$ cat config.mk
export PLATFORM = sky130hd
export DESIGN_NAME = ibmw_alloc
export DESIGN_NICKNAME = d
export VERILOG_FILES = /design/src/hdl/ibmw_pkg.sv /design/src/hdl/ibmw_alloc.sv
export SDC_FILE = /design/constraint.sdc
export NUM_CORES = 1
export LEC_CHECK = 0
export BUFFER_PORTS_ARGS = -buffer_cell sky130_fd_sc_hd__clkbuf_2
export CAP_MARGIN = 5
export CORE_MARGIN = 8
export CORE_UTILIZATION = 51
export CTS_CLUSTER_DIAMETER = 50
export DETAILED_ROUTE_END_ITERATION = 10
export GPL_ROUTABILITY_DRIVEN = 0
export HOLD_SLACK_MARGIN = 0.1
export PLACE_DENSITY = 0.83
export RECOVER_POWER = 100
export SLEW_MARGIN = 20
export SYNTH_ARGS = -nofsm -noshare
export SYNTH_HDL_FRONTEND = slang
export SYNTH_SLANG_ARGS = --single-unit
export TNS_END_PERCENT = 30
$ cat constraint.sdc
create_clock -name clk -period 2 [get_ports clk]
set_input_delay 0.2 -clock clk [delete_from_list [all_inputs] [get_ports clk]]
set_output_delay 0.2 -clock clk [all_outputs]
set_load 0.03 [all_outputs]
$ cat src/hdl/ibmw_pkg.sv
// shared constants and types of the indexed block map walker
package ibmw_pkg;

	localparam int DIRECT_SLOTS      = 11;
	localparam int ENTRIES_PER_INDEX = 16;
	localparam int IMAGE_BLOCKS      = 256;
	localparam int ENTRY_W           = $clog2(ENTRIES_PER_INDEX);
	localparam int BLK_W             = $clog2(IMAGE_BLOCKS);
	localparam int STORE_DEPTH       = IMAGE_BLOCKS * ENTRIES_PER_INDEX;
	localparam int STORE_AW          = $clog2(STORE_DEPTH);
	localparam int LIMIT_W           = 9;

	localparam logic [1:0] KIND_ALLOC = 2'd0;
	localparam logic [1:0] KIND_FINAL = 2'd1;
	localparam logic [1:0] KIND_ERROR = 2'd2;

	localparam logic [1:0] REG_BLOCK_LIMIT = 2'd0;
	localparam logic [1:0] REG_START_BLOCK = 2'd1;

	typedef struct packed {
		logic             avail;
		logic [BLK_W-1:0] blk;
	} alloc_stat_t;

endpackage

$ cat src/hdl/ibmw_alloc.sv
// bump allocator with block limit and start block registers
module ibmw_alloc (
	input  logic                          clk,
	input  logic                          arst_n,
	input  logic                          cfg_valid,
	output logic                          cfg_ready,
	input  logic [1:0]                    cfg_index,
	input  logic [ibmw_pkg::LIMIT_W-1:0]  cfg_data,
	input  logic                          take,
	output ibmw_pkg::alloc_stat_t         stat
);

	localparam logic [ibmw_pkg::LIMIT_W-1:0] MaxBlocks =
		ibmw_pkg::LIMIT_W'(ibmw_pkg::IMAGE_BLOCKS);

	logic [ibmw_pkg::LIMIT_W-1:0] limit_q;
	logic [ibmw_pkg::LIMIT_W-1:0] next_q;
	logic [ibmw_pkg::LIMIT_W-1:0] eff_limit;
	logic [ibmw_pkg::BLK_W-1:0]   start_v;

	assign cfg_ready = 1'b1;
	assign eff_limit = (limit_q > MaxBlocks) ? MaxBlocks : limit_q;
	assign start_v   = cfg_data[ibmw_pkg::BLK_W-1:0];
	assign stat.avail = next_q < eff_limit;
	assign stat.blk   = next_q[ibmw_pkg::BLK_W-1:0];

	always_ff @(posedge clk or negedge arst_n) begin
		if (!arst_n) begin
			limit_q <= MaxBlocks;
			next_q  <= ibmw_pkg::LIMIT_W'(1);
		end else if (cfg_valid && cfg_ready && cfg_index == ibmw_pkg::REG_BLOCK_LIMIT) begin
			limit_q <= cfg_data;
		end else if (cfg_valid && cfg_ready && cfg_index == ibmw_pkg::REG_START_BLOCK) begin
			next_q <= (start_v == '0) ? ibmw_pkg::LIMIT_W'(1)
			                          : {{(ibmw_pkg::LIMIT_W-ibmw_pkg::BLK_W){1'b0}}, start_v};
		end else if (take) begin
			next_q <= next_q + 1'b1;
		end
	end

endmodule

---- Yosys cells after proc, flatten, opt, wreduce, memory -nomap -nowiden ----
Index checks and enable logic that the tools add are counted.
cells by class
  equality and inequality tests ........... 1
  $add $sub $neg .......................... 1
  bitwise logic cells ..................... 1
  shifts and indexed selects .............. 0
  muxes and demuxes ....................... 4
  reductions and logical operators ........ 6
  divide/modulo/power cells ............... 0
  magnitude comparators ................... 2
  $mul .................................... 0
operator list
  cell                                                   number
  2-to-1 mux 9 bit                                       3
  adder 9 x 1 -> 9 bit (second input constant)           1
  greater-than comparator 9 bit (second input constant)  1
  less-than comparator 9 bit                             1
  logical NOT 8 bit                                      1
  2-to-1 mux 8 bit                                       1
  equality test 2 x 1 -> 1 bit (second input constant)   1
  logical AND 1 bit                                      2
  logical NOT 2 bit                                      1
  AND reduction 2 bit                                    1
  nonzero test 2 bit                                     1
  inverter 1 bit                                         1
word-level totals
  output and inout bits ................... 10
  ROM bits ................................ 0
  bits of input ports ..................... 15
  word-level logic and storage cells ...... 17
  RAM bits ................................ 0
  latch bits .............................. 0
  memories kept ........................... 0
  register bits after elaboration ......... 18

---- Depth between registers and ports, before layout ----
  depth after elaboration ................. 4
  gate-level depth with buffers ........... 6
  depth with buffers taken out ............ 6

---- Worst setup path after synthesis ----
Ideal clock, no wire load.
  path type ............................... reg-to-output
  start ................................... register limit_q[8] in the netlist's numbering
  end ..................................... output port stat[8] in the netlist's numbering
  path slack .............................. -144 ps
  cell stages (with the launch flop) ...... 6
  data arrival time ....................... 1944 ps
  path through ............................ dfstp_2 > clkinv_1 > ha_1 > a21oi_1 > o21ai_0 > nor3_1
RTL lines
  element                 line              RTL
  from (decl)             ibmw_alloc.sv:16  logic [ibmw_pkg::LIMIT_W-1:0] limit_q;
  from (signal assigned)  ibmw_alloc.sv:29  limit_q <= MaxBlocks;
  from (signal assigned)  ibmw_alloc.sv:32  limit_q <= cfg_data;
  to (decl)               ibmw_alloc.sv:10  output ibmw_pkg::alloc_stat_t stat

==> flow_summary.toml <==
[routing]
dr.first_iter.drc_count = 26
routedWlPerCell_um = 17.6
via_per_inst = 5.80
vias = 946
drcViolationCount = 0
first_pass_iters = 4
wl_mm = 2.87
detail-route-antenna-nets = 0

[synthesis]
async_flop_share = 1.00
yosysUniqueCellTypes = 34
synth_top_area_share = 0.350
synth_edf_count = 0
syn_area_per_cell_um2 = 9.68
synthesis.nets = 142
synth_cells = 118
yosys-top-cells-area = "dfrtp_1 35%, ha_1 9.9%, mux2_2 7.9%"
synthTopCellsByCount = "16 x dfrtp_1, 16 x nand2_1, 10 x buf_4, 9 x ha_1"
yosysWarnings = 0
netlist_area_um2 = 1140
ys_seq_area_frac = 0.396
synth-main-ff-cell = "dfrtp_1"
synth_top_cell_by_area = "dfrtp_1"
ys_ff_latch = 18

[timing]
finalSetupViolCount = 1
worst_slew_pin_slew_ns = 1.02
max_freq_ghz = 0.472
period_minus_slack_ns = 2.12
grt_setup_unrepaired = "yes"
maxSlewHeadroom = 0.317
whs_ns = 0.110
min_period_over_period = 1.06
finClkSkew_ns = 0.00321
fin_ws_ns = -0.119
hold_violations = 0
drv_slew = 0

[global_route]
grtUsageTotal = 0.145
antenna_found_initial = 0
grt_pass1_wl_mm = 4.69
grt_max_degree = 19
grt_pass1_vias = 1017
grt_overflow_total = 0

[place]
hpwl_mm = 2.01
io_buffers = 23

[floorplanning]
pin_count = 25
die_h_um = 63.3
dieArea_um2 = 4010
start_util = 0.527
die_x_um = 63.3
core.rowCount = 17
core_area_um2 = 2170

[clocking]
cts_tree = "yes"
cts_buffers = 3
htreeDepth = 1
cts_max_path_buffers = 2
clk_latency_ns = 0.31
clk_pin_slew_worst_paths_ns = 0.10
cts.sinks = 18
post_cts_buffers = 0
root_buffer = "clkbuf_4"

[setup_path]
end_kind = "output port"
cp_max_fo = 5
cp-start-kind = "flop"
path_class = "reg2out"
critPathArrivalTime_ns = 1.92
cp_data_required_time_ns = 1.80

[hold_path]
hp-class = "in2reg"

[cells_and_area]
layout.nets = 160
drive_gt1_frac = 0.385
antenna_cells = 0
fin_util = 0.622
synthToLayoutAreaGrowth_pct = 18.1

[power]
power_mw = 1.67
ir_drop_mv = 0.615
leakagePower_nw = 0.591
power_density_nw_per_um2 = 1240

[job]
drv_cap = 0

[run_status]
failed_checks = "setup timing"
outcome = "complete, but fails checks"
cell families after synthesis:
logic type | after synthesis | share of synthesized area
other cells | 1 | 0.00328
mux | 9 | 0.0876
flops | 18 | 0.396
xor+xnor | 6 | 0.0460
simple gates | 41 | 0.194
compound gates | 19 | 0.0920
fa+ha+maj | 9 | 0.0986
buf+inv | 15 | 0.0821
what timing repair did:
action	in CTS	in global routing
endpoints found under the setup margin	1	1
cloned	0	1
hold buffers	1	0
pin swaps	1	3
endpoints found under the hold margin	16	0
resized for setup	10	5
layout make-up:
class / count / area [µm²]
clock buffer: 4 / 36.3
fill: 193 / 821
multi-input combinational: 85 / 671
timing repair inverter: 1 / 5.00
tap: 28 / 35.0
inverter: 3 / 16.3
sequential: 18 / 453
timing repair buffer: 24 / 133
routing by layer:
layer  wire (µm)  global-route usage  up-vias  part of all wire
li1            -                   -      440                 -
met1        1100               0.156      456              0.38
met2        1450               0.231       33              0.51
met3         200              0.0477       17             0.070
met4         124               0.109        0             0.043
met5           0                   0        -                 0
cells in the final DEF (no fill, tap or decap), drive strengths merged, types with 2 or more instances in the layout:
| cell type | n |
|---|---|
| dfrtp | 16 |
| dfstp | 2 |
| and3 | 2 |
| nor3 | 3 |
| xor2 | 5 |
| ha | 9 |
| nand2 | 16 |
| mux2 | 8 |
| nand4 | 3 |
| inv | 2 |
| clkinv | 2 |
| nor2 | 4 |
| a21oi | 7 |
| clkbuf | 27 |
| nand3 | 5 |
| o21ai | 8 |
worst max-delay path, cell delays in order, from the launching register on:
cell	delay (ns)
dfstp_2	0.60
clkinv_4	0.10
nand2_4	0.08
ha_4	0.20
o2111ai_2	0.19
nor3_2	0.07
nor3_2	0.19
clkbuf_8	0.18
power by group:
group | total [mW] | switching [mW] | internal (mW)
Clock | 0.235 | 0.124 | 0.111
Combinational | 0.815 | 0.467 | 0.348
Sequential | 0.623 | 0.153 | 0.470
stage by stage:
step | setup WS [ns] | cells | instance area [µm²] | TNS [ns]
4_1_cts | -0.0886 | 162 | 1310 | -0.0886
5_1_grt | -0.201 | 163 | 1350 | -0.201
6_report | -0.119 | 163 | 1350 | -0.119
2_1_floorplan | 0.0833 | 118 | 1150 | 0
3_3_place_gp | 0.107 | 157 | 1210 | 0
3_5_place_dp | 0.0212 | 157 | 1210 | 0
path summary, 6_finish.rpt:
| path | start | to | slack, ns | depth (start not counted) |
|---|---|---|---|---|
| worst max-delay path | limit_q[8]$_DFFE_PN1P_ | stat[8] | -0.12 | 7 |
| worst min-delay path | cfg_data[8] | limit_q[8]$_DFFE_PN1P_ | 0.11 | 3 |
| worst max register to register | next_q[0]$_DFFE_PN1P_ | next_q[8]$_DFFE_PN0P_ | 0.14 | 5 |
| worst min register to register | limit_q[7]$_DFFE_PN0P_ | limit_q[7]$_DFFE_PN0P_ | 0.52 | 1 |
| max in group asynchronous | arst_n | next_q[3]$_DFFE_PN0P_ | 0.82 | 2 |
| min in group asynchronous | arst_n | limit_q[1]$_DFFE_PN0P_ | 0.57 | 2 |
flip-flops by register name, summed over array words and instances (netlist names):
name / cells
limit_q: 9
next_q: 9
Power figures use the tool's default switching activity.
