### config.mk
export PLATFORM = sky130hd
export DESIGN_NAME = ibmw_ctl
export DESIGN_NICKNAME = d
export VERILOG_FILES = /design/src/hdl/ibmw_pkg.sv /design/src/hdl/ibmw_ctl.sv
export SDC_FILE = /design/constraint.sdc
export NUM_CORES = 1
export LEC_CHECK = 0
export ABC_CLOCK_PERIOD_IN_PS = 6500
export BUFFER_PORTS_ARGS = -buffer_cell sky130_fd_sc_hd__buf_2
export CORE_MARGIN = 3
export CORE_UTILIZATION = 45
export CTS_BUF_LIST = sky130_fd_sc_hd__clkbuf_8
export DETAILED_ROUTE_END_ITERATION = 6
export MAX_ROUTING_LAYER = met4
export PLACE_DENSITY = 0.64
export SETUP_SLACK_MARGIN = 0.15
export SKIP_LAST_GASP = 1
export SLEW_MARGIN = 20
export SYNTH_ARGS = -nofsm -noshare
export SYNTH_HDL_FRONTEND = slang
export SYNTH_SLANG_ARGS = --single-unit
### constraint.sdc
create_clock -name clk -period 6.5 [get_ports clk]
set_input_delay 1.3 -clock clk [delete_from_list [all_inputs] [get_ports clk]]
set_output_delay 1.3 -clock clk [all_outputs]
set_load 0.05 [all_outputs]
### src/hdl/ibmw_pkg.sv
// shared constants and types of the indexed block map walker
package ibmw_pkg;

	localparam int DIRECT_SLOTS      = 11;
	localparam int ENTRIES_PER_INDEX = 16;
	localparam int IMAGE_BLOCKS      = 256;
	localparam int ENTRY_W           = $clog2(ENTRIES_PER_INDEX);
	localparam int BLK_W             = $clog2(IMAGE_BLOCKS);
	localparam int STORE_DEPTH       = IMAGE_BLOCKS * ENTRIES_PER_INDEX;
	localparam int STORE_AW          = $clog2(STORE_DEPTH);
	localparam int LIMIT_W           = 9;

	localparam logic [1:0] KIND_ALLOC = 2'd0;
	localparam logic [1:0] KIND_FINAL = 2'd1;
	localparam logic [1:0] KIND_ERROR = 2'd2;

	localparam logic [1:0] REG_BLOCK_LIMIT = 2'd0;
	localparam logic [1:0] REG_START_BLOCK = 2'd1;

	typedef struct packed {
		logic             avail;
		logic [BLK_W-1:0] blk;
	} alloc_stat_t;

endpackage

### src/hdl/ibmw_ctl.sv
// walk sequencer: pointer set, index entry walk, block clearing and results
module ibmw_ctl (
	input  logic                                clk,
	input  logic                                arst_n,
	input  logic                                start,
	output logic                                busy,
	input  logic [15:0]                         file_block,
	input  logic                                new_file,
	input  ibmw_pkg::alloc_stat_t               stat,
	output logic                                take,
	output logic                                ram_we,
	output logic [ibmw_pkg::STORE_AW-1:0]       ram_waddr,
	output logic [ibmw_pkg::BLK_W-1:0]          ram_wdata,
	output logic [ibmw_pkg::STORE_AW-1:0]       ram_raddr,
	input  logic [ibmw_pkg::BLK_W-1:0]          ram_rdata,
	output logic                                strobe,
	output logic [1:0]                          kind,
	output logic [7:0]                          block_number,
	output logic                                in_pointer_set,
	output logic [3:0]                          pointer_slot,
	output logic [7:0]                          parent_block,
	output logic [3:0]                          parent_entry,
	output logic                                last
);

	localparam int EW = ibmw_pkg::ENTRY_W;
	localparam int BW = ibmw_pkg::BLK_W;
	localparam logic [15:0] Ds = 16'(ibmw_pkg::DIRECT_SLOTS);
	localparam logic [15:0] E1 = 16'(ibmw_pkg::ENTRIES_PER_INDEX);
	localparam logic [15:0] E2 = 16'(ibmw_pkg::ENTRIES_PER_INDEX * ibmw_pkg::ENTRIES_PER_INDEX);
	localparam logic [16:0] E3 = 17'(ibmw_pkg::ENTRIES_PER_INDEX * ibmw_pkg::ENTRIES_PER_INDEX
		* ibmw_pkg::ENTRIES_PER_INDEX);

	typedef enum logic [2:0] {S_IDLE, S_DEC, S_PTR, S_CLR, S_RD, S_CHK} state_t;

	state_t          state_q;
	logic [15:0]     idx_q;
	logic [1:0]      level_q;
	logic [1:0]      step_q;
	logic [EW-1:0]   digit_q [3];
	logic [3:0]      slot_q;
	logic [BW-1:0]   cur_q;
	logic [EW-1:0]   clr_q;
	logic [BW-1:0]   direct_q [ibmw_pkg::DIRECT_SLOTS];
	logic [BW-1:0]   root_q [3];
	logic [ibmw_pkg::IMAGE_BLOCKS-1:0] zeroed_q;

	logic [15:0]     rel1, rel2, rel3;
	logic [BW-1:0]   ptr;
	logic [BW-1:0]   entry_v;
	logic [EW-1:0]   digit;

	assign busy  = state_q != S_IDLE;
	assign rel1  = idx_q - Ds;
	assign rel2  = rel1 - E1;
	assign rel3  = rel2 - E2;
	assign ptr   = (level_q == 2'd0) ? direct_q[slot_q] : root_q[level_q - 2'd1];
	assign digit = digit_q[step_q];
	assign entry_v = zeroed_q[cur_q] ? ram_rdata : '0;
	assign ram_raddr = {cur_q, digit};

	always_comb begin
		take      = 1'b0;
		ram_we    = 1'b0;
		ram_waddr = {cur_q, digit};
		ram_wdata = stat.blk;
		unique case (state_q)
			S_PTR: begin
				take = (ptr == '0) && stat.avail;
			end
			S_CHK: begin
				take   = (entry_v == '0) && stat.avail;
				ram_we = take;
			end
			S_CLR: begin
				ram_we    = 1'b1;
				ram_waddr = {cur_q, clr_q};
				// a reissued block that is its own parent keeps the new link
				ram_wdata = (cur_q == parent_block && clr_q == parent_entry) ? cur_q : '0;
			end
			default: begin
			end
		endcase
	end

	always_ff @(posedge clk or negedge arst_n) begin
		if (!arst_n) begin
			state_q  <= S_IDLE;
			strobe   <= 1'b0;
			zeroed_q <= '0;
			for (int i = 0; i < ibmw_pkg::DIRECT_SLOTS; i++) direct_q[i] <= '0;
			for (int i = 0; i < 3; i++) root_q[i] <= '0;
		end else begin
			strobe <= 1'b0;
			unique case (state_q)
				S_IDLE: begin
					if (start) begin
						idx_q   <= file_block;
						state_q <= S_DEC;
						if (new_file) begin
							for (int i = 0; i < ibmw_pkg::DIRECT_SLOTS; i++) direct_q[i] <= '0;
							for (int i = 0; i < 3; i++) root_q[i] <= '0;
						end
					end
				end
				S_DEC: begin
					step_q  <= '0;
					slot_q  <= idx_q[3:0];
					state_q <= S_PTR;
					priority if (idx_q < Ds) begin
						level_q <= 2'd0;
					end else if (rel1 < E1) begin
						level_q    <= 2'd1;
						digit_q[0] <= rel1[EW-1:0];
					end else if (rel2 < E2) begin
						level_q    <= 2'd2;
						digit_q[0] <= rel2[2*EW-1:EW];
						digit_q[1] <= rel2[EW-1:0];
					end else if ({1'b0, rel3} < E3 && idx_q >= Ds + E1 + E2) begin
						level_q    <= 2'd3;
						digit_q[0] <= rel3[3*EW-1:2*EW];
						digit_q[1] <= rel3[2*EW-1:EW];
						digit_q[2] <= rel3[EW-1:0];
					end else begin
						strobe         <= 1'b1;
						kind           <= ibmw_pkg::KIND_ERROR;
						block_number   <= '0;
						in_pointer_set <= 1'b0;
						pointer_slot   <= '0;
						parent_block   <= '0;
						parent_entry   <= '0;
						last           <= 1'b1;
						state_q        <= S_IDLE;
					end
				end
				S_PTR: begin
					strobe         <= 1'b1;
					in_pointer_set <= 1'b0;
					pointer_slot   <= '0;
					parent_block   <= '0;
					parent_entry   <= '0;
					if (ptr != '0) begin
						cur_q <= ptr;
						if (level_q == 2'd0) begin
							kind         <= ibmw_pkg::KIND_FINAL;
							block_number <= ptr;
							last         <= 1'b1;
							state_q      <= S_IDLE;
						end else begin
							strobe  <= 1'b0;
							state_q <= S_RD;
						end
					end else if (!stat.avail) begin
						kind         <= ibmw_pkg::KIND_ERROR;
						block_number <= '0;
						last         <= 1'b1;
						state_q      <= S_IDLE;
					end else begin
						kind           <= ibmw_pkg::KIND_ALLOC;
						block_number   <= stat.blk;
						in_pointer_set <= 1'b1;
						last           <= 1'b0;
						cur_q          <= stat.blk;
						clr_q          <= '0;
						zeroed_q[stat.blk] <= 1'b1;
						state_q        <= S_CLR;
						if (level_q == 2'd0) begin
							pointer_slot     <= slot_q;
							direct_q[slot_q] <= stat.blk;
						end else begin
							pointer_slot            <= Ds[3:0] + {2'b00, level_q} - 4'd1;
							root_q[level_q - 2'd1] <= stat.blk;
						end
					end
				end
				S_CLR: begin
					clr_q <= clr_q + 1'b1;
					if (clr_q == EW'(ibmw_pkg::ENTRIES_PER_INDEX - 1)) begin
						if (step_q == level_q) begin
							strobe         <= 1'b1;
							kind           <= ibmw_pkg::KIND_FINAL;
							block_number   <= cur_q;
							in_pointer_set <= 1'b0;
							pointer_slot   <= '0;
							parent_block   <= '0;
							parent_entry   <= '0;
							last           <= 1'b1;
							state_q        <= S_IDLE;
						end else begin
							state_q <= S_RD;
						end
					end
				end
				S_RD: begin
					state_q <= S_CHK;
				end
				S_CHK: begin
					in_pointer_set <= 1'b0;
					pointer_slot   <= '0;
					parent_block   <= '0;
					parent_entry   <= '0;
					step_q         <= step_q + 1'b1;
					if (entry_v != '0) begin
						cur_q <= entry_v;
						if (step_q + 2'd1 == level_q) begin
							strobe       <= 1'b1;
							kind         <= ibmw_pkg::KIND_FINAL;
							block_number <= entry_v;
							last         <= 1'b1;
							state_q      <= S_IDLE;
						end else begin
							state_q <= S_RD;
						end
					end else if (!stat.avail) begin
						strobe       <= 1'b1;
						kind         <= ibmw_pkg::KIND_ERROR;
						block_number <= '0;
						last         <= 1'b1;
						state_q      <= S_IDLE;
					end else begin
						strobe       <= 1'b1;
						kind         <= ibmw_pkg::KIND_ALLOC;
						block_number <= stat.blk;
						parent_block <= cur_q;
						parent_entry <= digit;
						last         <= 1'b0;
						cur_q        <= stat.blk;
						clr_q        <= '0;
						zeroed_q[stat.blk] <= 1'b1;
						state_q      <= S_CLR;
					end
				end
				default: begin
					state_q <= S_IDLE;
				end
			endcase
		end
	end

endmodule

== Word level (Yosys, flattened, before mapping) ==
Memories as Yosys holds them, arrays and structs flattened. A register that Yosys moved wholly into a read port is not among the register bits.
Cells that the tools add are included.

* Word-level logic and storage cells: 276
* Memories: 1
* Bits of input ports: 37
* Bits in registers: 436
* Bits in latches: 0
* Memory bits (read-only): 0
* RAM bits: 12

{| class="wikitable"
|+ Memories
! memory !! words !! bits a word !! read ports !! clocked after memory_dff !! wr ports !! RTL line !! RTL
|-
| digit_q || 3 || 4 || 1 || 1 || 3 || ibmw_ctl.sv:40 || <nowiki>logic [EW-1:0] digit_q [3];</nowiki>
|}

* Magnitude comparators: 12
* Bitwise operators: 6
* Add/sub/neg operators: 8
* Multiply operators: 0
* Reductions and logical operators: 36
* Div/mod/pow operators: 0
* Shifts and indexed selects: 0
* Eq/ne operators: 25
* Muxes and demuxes: 157

{| class="wikitable"
|+ Operator list
! kind !! count
|-
| two-way mux 256 bit || 3
|-
| case mux 256 bit (2 select lines) || 1
|-
| two-way mux 88 bit || 5
|-
| OR 256 bit || 1
|-
| two-way mux 8 bit || 28
|-
| case mux 88 bit (2 select lines) || 1
|-
| two-way mux 24 bit || 5
|-
| bitwise mux 88 bit || 1
|-
| two-way mux 4 bit || 18
|-
| case mux 8 bit (4 select lines) || 2
|-
| case mux 24 bit (2 select lines) || 1
|-
| two-way mux 1 bit || 47
|-
| two-way mux 2 bit || 19
|-
| binary-select mux 8 bit (select 4 bit) || 1
|-
| demux 8 bit (select 4 bit) || 1
|-
| case mux 4 bit (4 select lines) || 2
|-
| inequality test 2 bit (second input constant) || 13
|-
| bitwise mux 24 bit || 1
|-
| two-way mux 3 bit || 7
|-
| less-than comparator 8 x 9 -> 1 bit (second input constant) || 2
|-
| case mux 3 bit (6 select lines) || 1
|-
| binary-select mux 8 bit (select 2 bit) || 1
|-
| demux 8 bit (select 2 bit) || 1
|-
| >= comparator 16 x 9 -> 1 bit (second input constant) || 1
|-
| other kinds (51) || 81
|}

== Depth between registers and ports, before layout ==
* Depth after elaboration: 13
* Depth in mapped cells: 20

== Worst setup path before layout ==
No wires, ideal clock.

* Path kind: register to output
* From: register cur_q[0]
* To: output port ram_we
* Stages on the path, launching flop included: 13
* Data required time: 5.200 ns
* Arrival: 3.737 ns
* Setup slack: 1.463 ns
* Buffers on the path: 3
* Cells stage by stage: edfxtp_1 > buf_4 > buf_2 > mux4_2 > mux4_2 > mux2i_1 > nor3_1 > a311oi_1 > nor3_1 > a21boi_2 > or2_2 > clkbuf_1 > nand2_1

* Word-level cells in the longest chain between the ends: 6

{| class="wikitable"
|+ Ends and longest elaborated chain
! item !! RTL line !! RTL
|-
| from (decl) || ibmw_ctl.sv:42 || <nowiki>logic [BW-1:0] cur_q;</nowiki>
|-
| from (signal assigned) || ibmw_ctl.sv:143 || <nowiki>cur_q <= ptr;</nowiki>
|-
| from (signal assigned) || ibmw_ctl.sv:163 || <nowiki>cur_q <= stat.blk;</nowiki>
|-
| from (signal assigned) || ibmw_ctl.sv:204 || <nowiki>cur_q <= entry_v;</nowiki>
|-
| binary-select mux 1 bit (select 8 bit) || ibmw_ctl.sv:59 || <nowiki>assign entry_v = zeroed_q[cur_q] ? ram_rdata : '0;</nowiki>
|-
| two-way mux 1 bit (not written as such) || ibmw_ctl.sv:59 ||
|-
| two-way mux 8 bit || ibmw_ctl.sv:59 ||
|-
| zero test 8 bit || ibmw_ctl.sv:72 || <nowiki>take = (entry_v == '0) && stat.avail;</nowiki>
|-
| logical AND 1 bit || ibmw_ctl.sv:72 ||
|-
| case mux 1 bit (2 select lines) || ibmw_ctl.sv:67 || <nowiki>unique case (state_q)</nowiki>
|-
| to (decl) || ibmw_ctl.sv:11 || <nowiki>output logic ram_we,</nowiki>
|}

Every way passes these cells. The select of a mux whose other input is x is not followed.

== Worst setup path in the final report ==
* From: register cur_q[0]
* To: output port take

* Word-level cells in the longest chain between the ends: 6

{| class="wikitable"
|+ Ends and longest elaborated chain
! item !! RTL line !! RTL
|-
| binary-select mux 1 bit (select 8 bit) || ibmw_ctl.sv:59 ||
|-
| two-way mux 1 bit (not written as such) || ibmw_ctl.sv:59 ||
|-
| two-way mux 8 bit || ibmw_ctl.sv:59 ||
|-
| zero test 8 bit || ibmw_ctl.sv:72 ||
|-
| logical AND 1 bit || ibmw_ctl.sv:72 ||
|-
| case mux 1 bit (2 select lines) || ibmw_ctl.sv:67 ||
|-
| to (decl) || ibmw_ctl.sv:10 || <nowiki>output logic take,</nowiki>
|}

Every way passes these cells. The select of a mux whose other input is x is not followed.

==> results.json <==
{
  "yosys_warnings": 0,
  "clkSinkCount": 450,
  "final_area_um2": 24200,
  "die_x_um": 225,
  "period_share": 0.922,
  "r2r_slack_ns": 1.30,
  "worst_skew_pair.late_latency_ns": 0.68,
  "clock.fmax_ghz": 0.167,
  "crit_path_end_kind": "output port",
  "crit_type": "flop to output port",
  "first_iter_violations": 1572,
  "crit_family": "compound AO/OA/AOI/OAI gates",
  "drive_above_1_share": 0.239,
  "gr-total-overflow": 0,
  "firstDrtPassIters": 6,
  "r2r-start": "idx_q[0]",
  "placementRows": 79,
  "htree_levels": 3,
  "maxSlewHeadroom": 0.262,
  "cts_tree": "yes",
  "grt_max_degree": 259,
  "place_hpwl_um": 39400,
  "grt_use_total": 0.260,
  "nFillCells": 4096,
  "netlist_area_um2": 21600,
  "powerDensity_nw_per_um2": 338,
  "wire_per_inst_um": 25.5,
  "final_nets": 1865,
  "synth_seq_area_share": 0.537,
  "post-route-min-period_ns": 5.99,
  "synth-edff-count": 76,
  "syn_area_per_cell_um2": 12.4,
  "cts-buffers-inserted": 78,
  "totalWireLength_um": 63300,
  "run_status": "finished, final reports clean",
  "setup_violations": 0,
  "clkTransAtPathRegs_ns": 0.06,
  "grt_pass1_vias": 16200,
  "numPortBuffers": 100,
  "finalHoldWorstSlack_ns": 0.459,
  "gp_congestion": 0.908,
  "syn_nets": 1793,
  "total_power_mw": 8.19,
  "start_kind": "flop",
  "rsz0062_at_grt": "no",
  "cpPeakStageDelay_ns": 0.64,
  "worstMarginPinSlew_ns": 1.10,
  "worstSetupStartpoint": "cur_q[0]",
  "fin_tns_setup_ns": 0,
  "post_cts_buffers": 0,
  "ctsHoldBuffers": 0,
  "cp_max_fo": 38,
  "coreArea_um2": 47100,
  "synth_top_flop_cell": "dfrtp_1",
  "antenna_found_initial": 2,
  "die_h_um": 225,
  "layout_common_cells": "dfrtp_1, a31o_1, nor2_1",
  "peakVddDrop_uv": 253,
  "fin_skew_ns": 0.0481,
  "syn_inst": 1748,
  "setup.worst_path.end": "take",
  "hold_viol_final": 0,
  "area_growth_pct": 11.9,
  "cts_buffer_depth": 3,
  "final_common_cell": "dfrtp_1",
  "grt_pass1_wl_um": 97600,
  "crit_chain": "buf_12, mux4_2, a22o_1, a221oi_1, o22ai_1, nor4_1, nor3_1, a21boi_2, buf_4, o21ai_4, buf_2",
  "crit_slowest_cell": "edfxtp_1",
  "synth.distinct_cells": 75,
  "placed_area_um2": 22600,
  "path_depth": 11,
  "cp.buffers_inverters": 3,
  "worstRegToRegCells": 19,
  "worstPathRequired_ns": 5.20,
  "viasPerCell": 6.45,
  "crit_arrival_ns": 4.69,
  "ios": 101,
  "timing.rr.end": "block_number[4]",
  "via_count": 16000,
  "async_reset_ff_frac": 0.827,
  "cts_root_buf": "clkbuf_8",
  "ys_ff_latch": 450,
  "drc": 0,
  "min_path_type": "flop to flop",
  "ant_nets": 0,
  "die_area_um2": 50800,
  "p_leak_nw": 10.7,
  "initial_core_util": 0.460,
  "report.final.slew_viol_count": 0,
  "cts_resized": 0,
  "cap_violations": 0
}
-- Yosys cell counts (all sizes together) (3+ instances only) --
library cell	number	share of area
xor2	11	0.0045
nor3	27	0.0067
a21oi	81	0.019
a211oi	8	0.0030
ha	8	0.0046
mux4	83	0.086
dfrtp	372	0.43
a21o	5	0.0017
nor4	17	0.0070
a41oi	5	0.0020
a22oi	14	0.0049
o21ai	26	0.0065
mux2i	45	0.021
o22ai	23	0.0069
or2	7	0.0020
clkbuf	91	0.016
nand2	63	0.011
inv	34	0.0059
nor2	133	0.023
and2	14	0.0040
edfxtp	76	0.11
o2111ai	3	0.0012
o21a	4	0.0014
or3	5	0.0014
and3	9	0.0026
nand2b	17	0.0049
nand3b	3	0.0010
nor2b	14	0.0040
o31ai	3	0.0010
a22o	93	0.038
o2bb2ai	3	0.0012
xnor2	25	0.010
nand4	13	0.0038
a221oi	9	0.0036
o21bai	9	0.0031
a31o	256	0.10
o211ai	3	0.0010
mux2	14	0.0073
a2bb2oi	3	0.0012
buf	71	0.020
a31oi	8	0.0023
nand3	13	0.0030
-- flip-flops by register name, summed over array words and instances (netlist names), named ones only --
signal,cells
last,1
state_q,3
digit_q,12
cur_q,8
strobe,1
root_q,24
block_number,8
direct_q,88
parent_block,8
idx_q,16
parent_entry,4
step_q,2
level_q,2
kind,2
slot_q,4
clr_q,4
zeroed_q,256
in_pointer_set,1
pointer_slot,4
-- cell type report --
class                           instances  area [µm²]  share of cell area
Inverter                               34         128             0.00527
Tap cell                              607         759              0.0314
Clock buffer                           90        1240              0.0511
Sequential cell                       450       11600               0.480
Clock inverter                         47         293              0.0121
Timing Repair Buffer                  154         998              0.0412
Antenna cell                            1        2.50            0.000103
Multi-Input combinational cell       1102        9170               0.379
-- worst register-to-register path, stage by stage (launching register included) --
cell,delay (ns)
edfxtp_1,0.50
ha_1,0.31
o21a_1,0.29
xnor2_1,0.16
inv_1,0.08
ha_1,0.18
nor2b_1,0.26
a2bb2oi_1,0.10
o22ai_1,0.20
xor2_1,0.29
inv_1,0.10
ha_1,0.25
o211ai_1,0.12
a21oi_1,0.11
a311oi_1,0.32
nand3_1,0.11
o2111ai_1,0.12
a21o_1,0.24
a21oi_1,0.16
nor3b_2,0.90
-- power breakdown --
| part | internal, mW | total [mW] | switching (mW) |
|---|---|---|---|
| registers | 3.13 | 3.32 | 0.195 |
| clock network | 1.33 | 2.56 | 1.23 |
| logic | 0.679 | 2.31 | 1.63 |
| total | 5.13 | 8.19 | 3.06 |
-- how the worst min path moves through the flow --
| stage | depth (start not counted) | from | slack, ns | to |
|---|---|---|---|---|
| final | 1 | zeroed_q[110] | 0.46 | zeroed_q[110] |
| after detailed placement | 1 | zeroed_q[187] | 0.45 | zeroed_q[187] |
| after floorplan | 0 | idx_q[2] | 0.42 | slot_q[2] |
| after CTS | 1 | zeroed_q[251] | 0.46 | zeroed_q[251] |
| after global placement | 1 | zeroed_q[188] | 0.44 | zeroed_q[188] |
| after global routing | 1 | zeroed_q[234] | 0.47 | zeroed_q[234] |
-- per-stage QoR --
stage / cells / util / worst slack (ns)
finish: 2485 / 0.515 / 0.510
global placement: 2346 / 0.481 / 1.22
detailed placement: 2346 / 0.481 / 1.26
global route: 2484 / 0.515 / 0.372
CTS: 2483 / 0.514 / 0.505
floorplan: 1748 / - / 1.46
-- cells by family after synthesis --
family / count (synthesis) / synth area share
compound gates: 574 / 0.209
flops: 450 / 0.537
mux: 142 / 0.114
fa+ha+maj: 8 / 0.00463
buf+inv: 196 / 0.0419
simple gates: 342 / 0.0778
xor+xnor: 36 / 0.0146
-- layer usage --
metal | GRT usage | up-vias | part of all wire
met4 | 0.0925 | 0 | 0.035
met5 | - | - | 0
met3 | 0.0677 | 158 | 0.090
li1 | - | 6882 | -
met1 | 0.363 | 8265 | 0.43
met2 | 0.369 | 735 | 0.45
No activity file was read; power rests on OpenSTA's default activity.
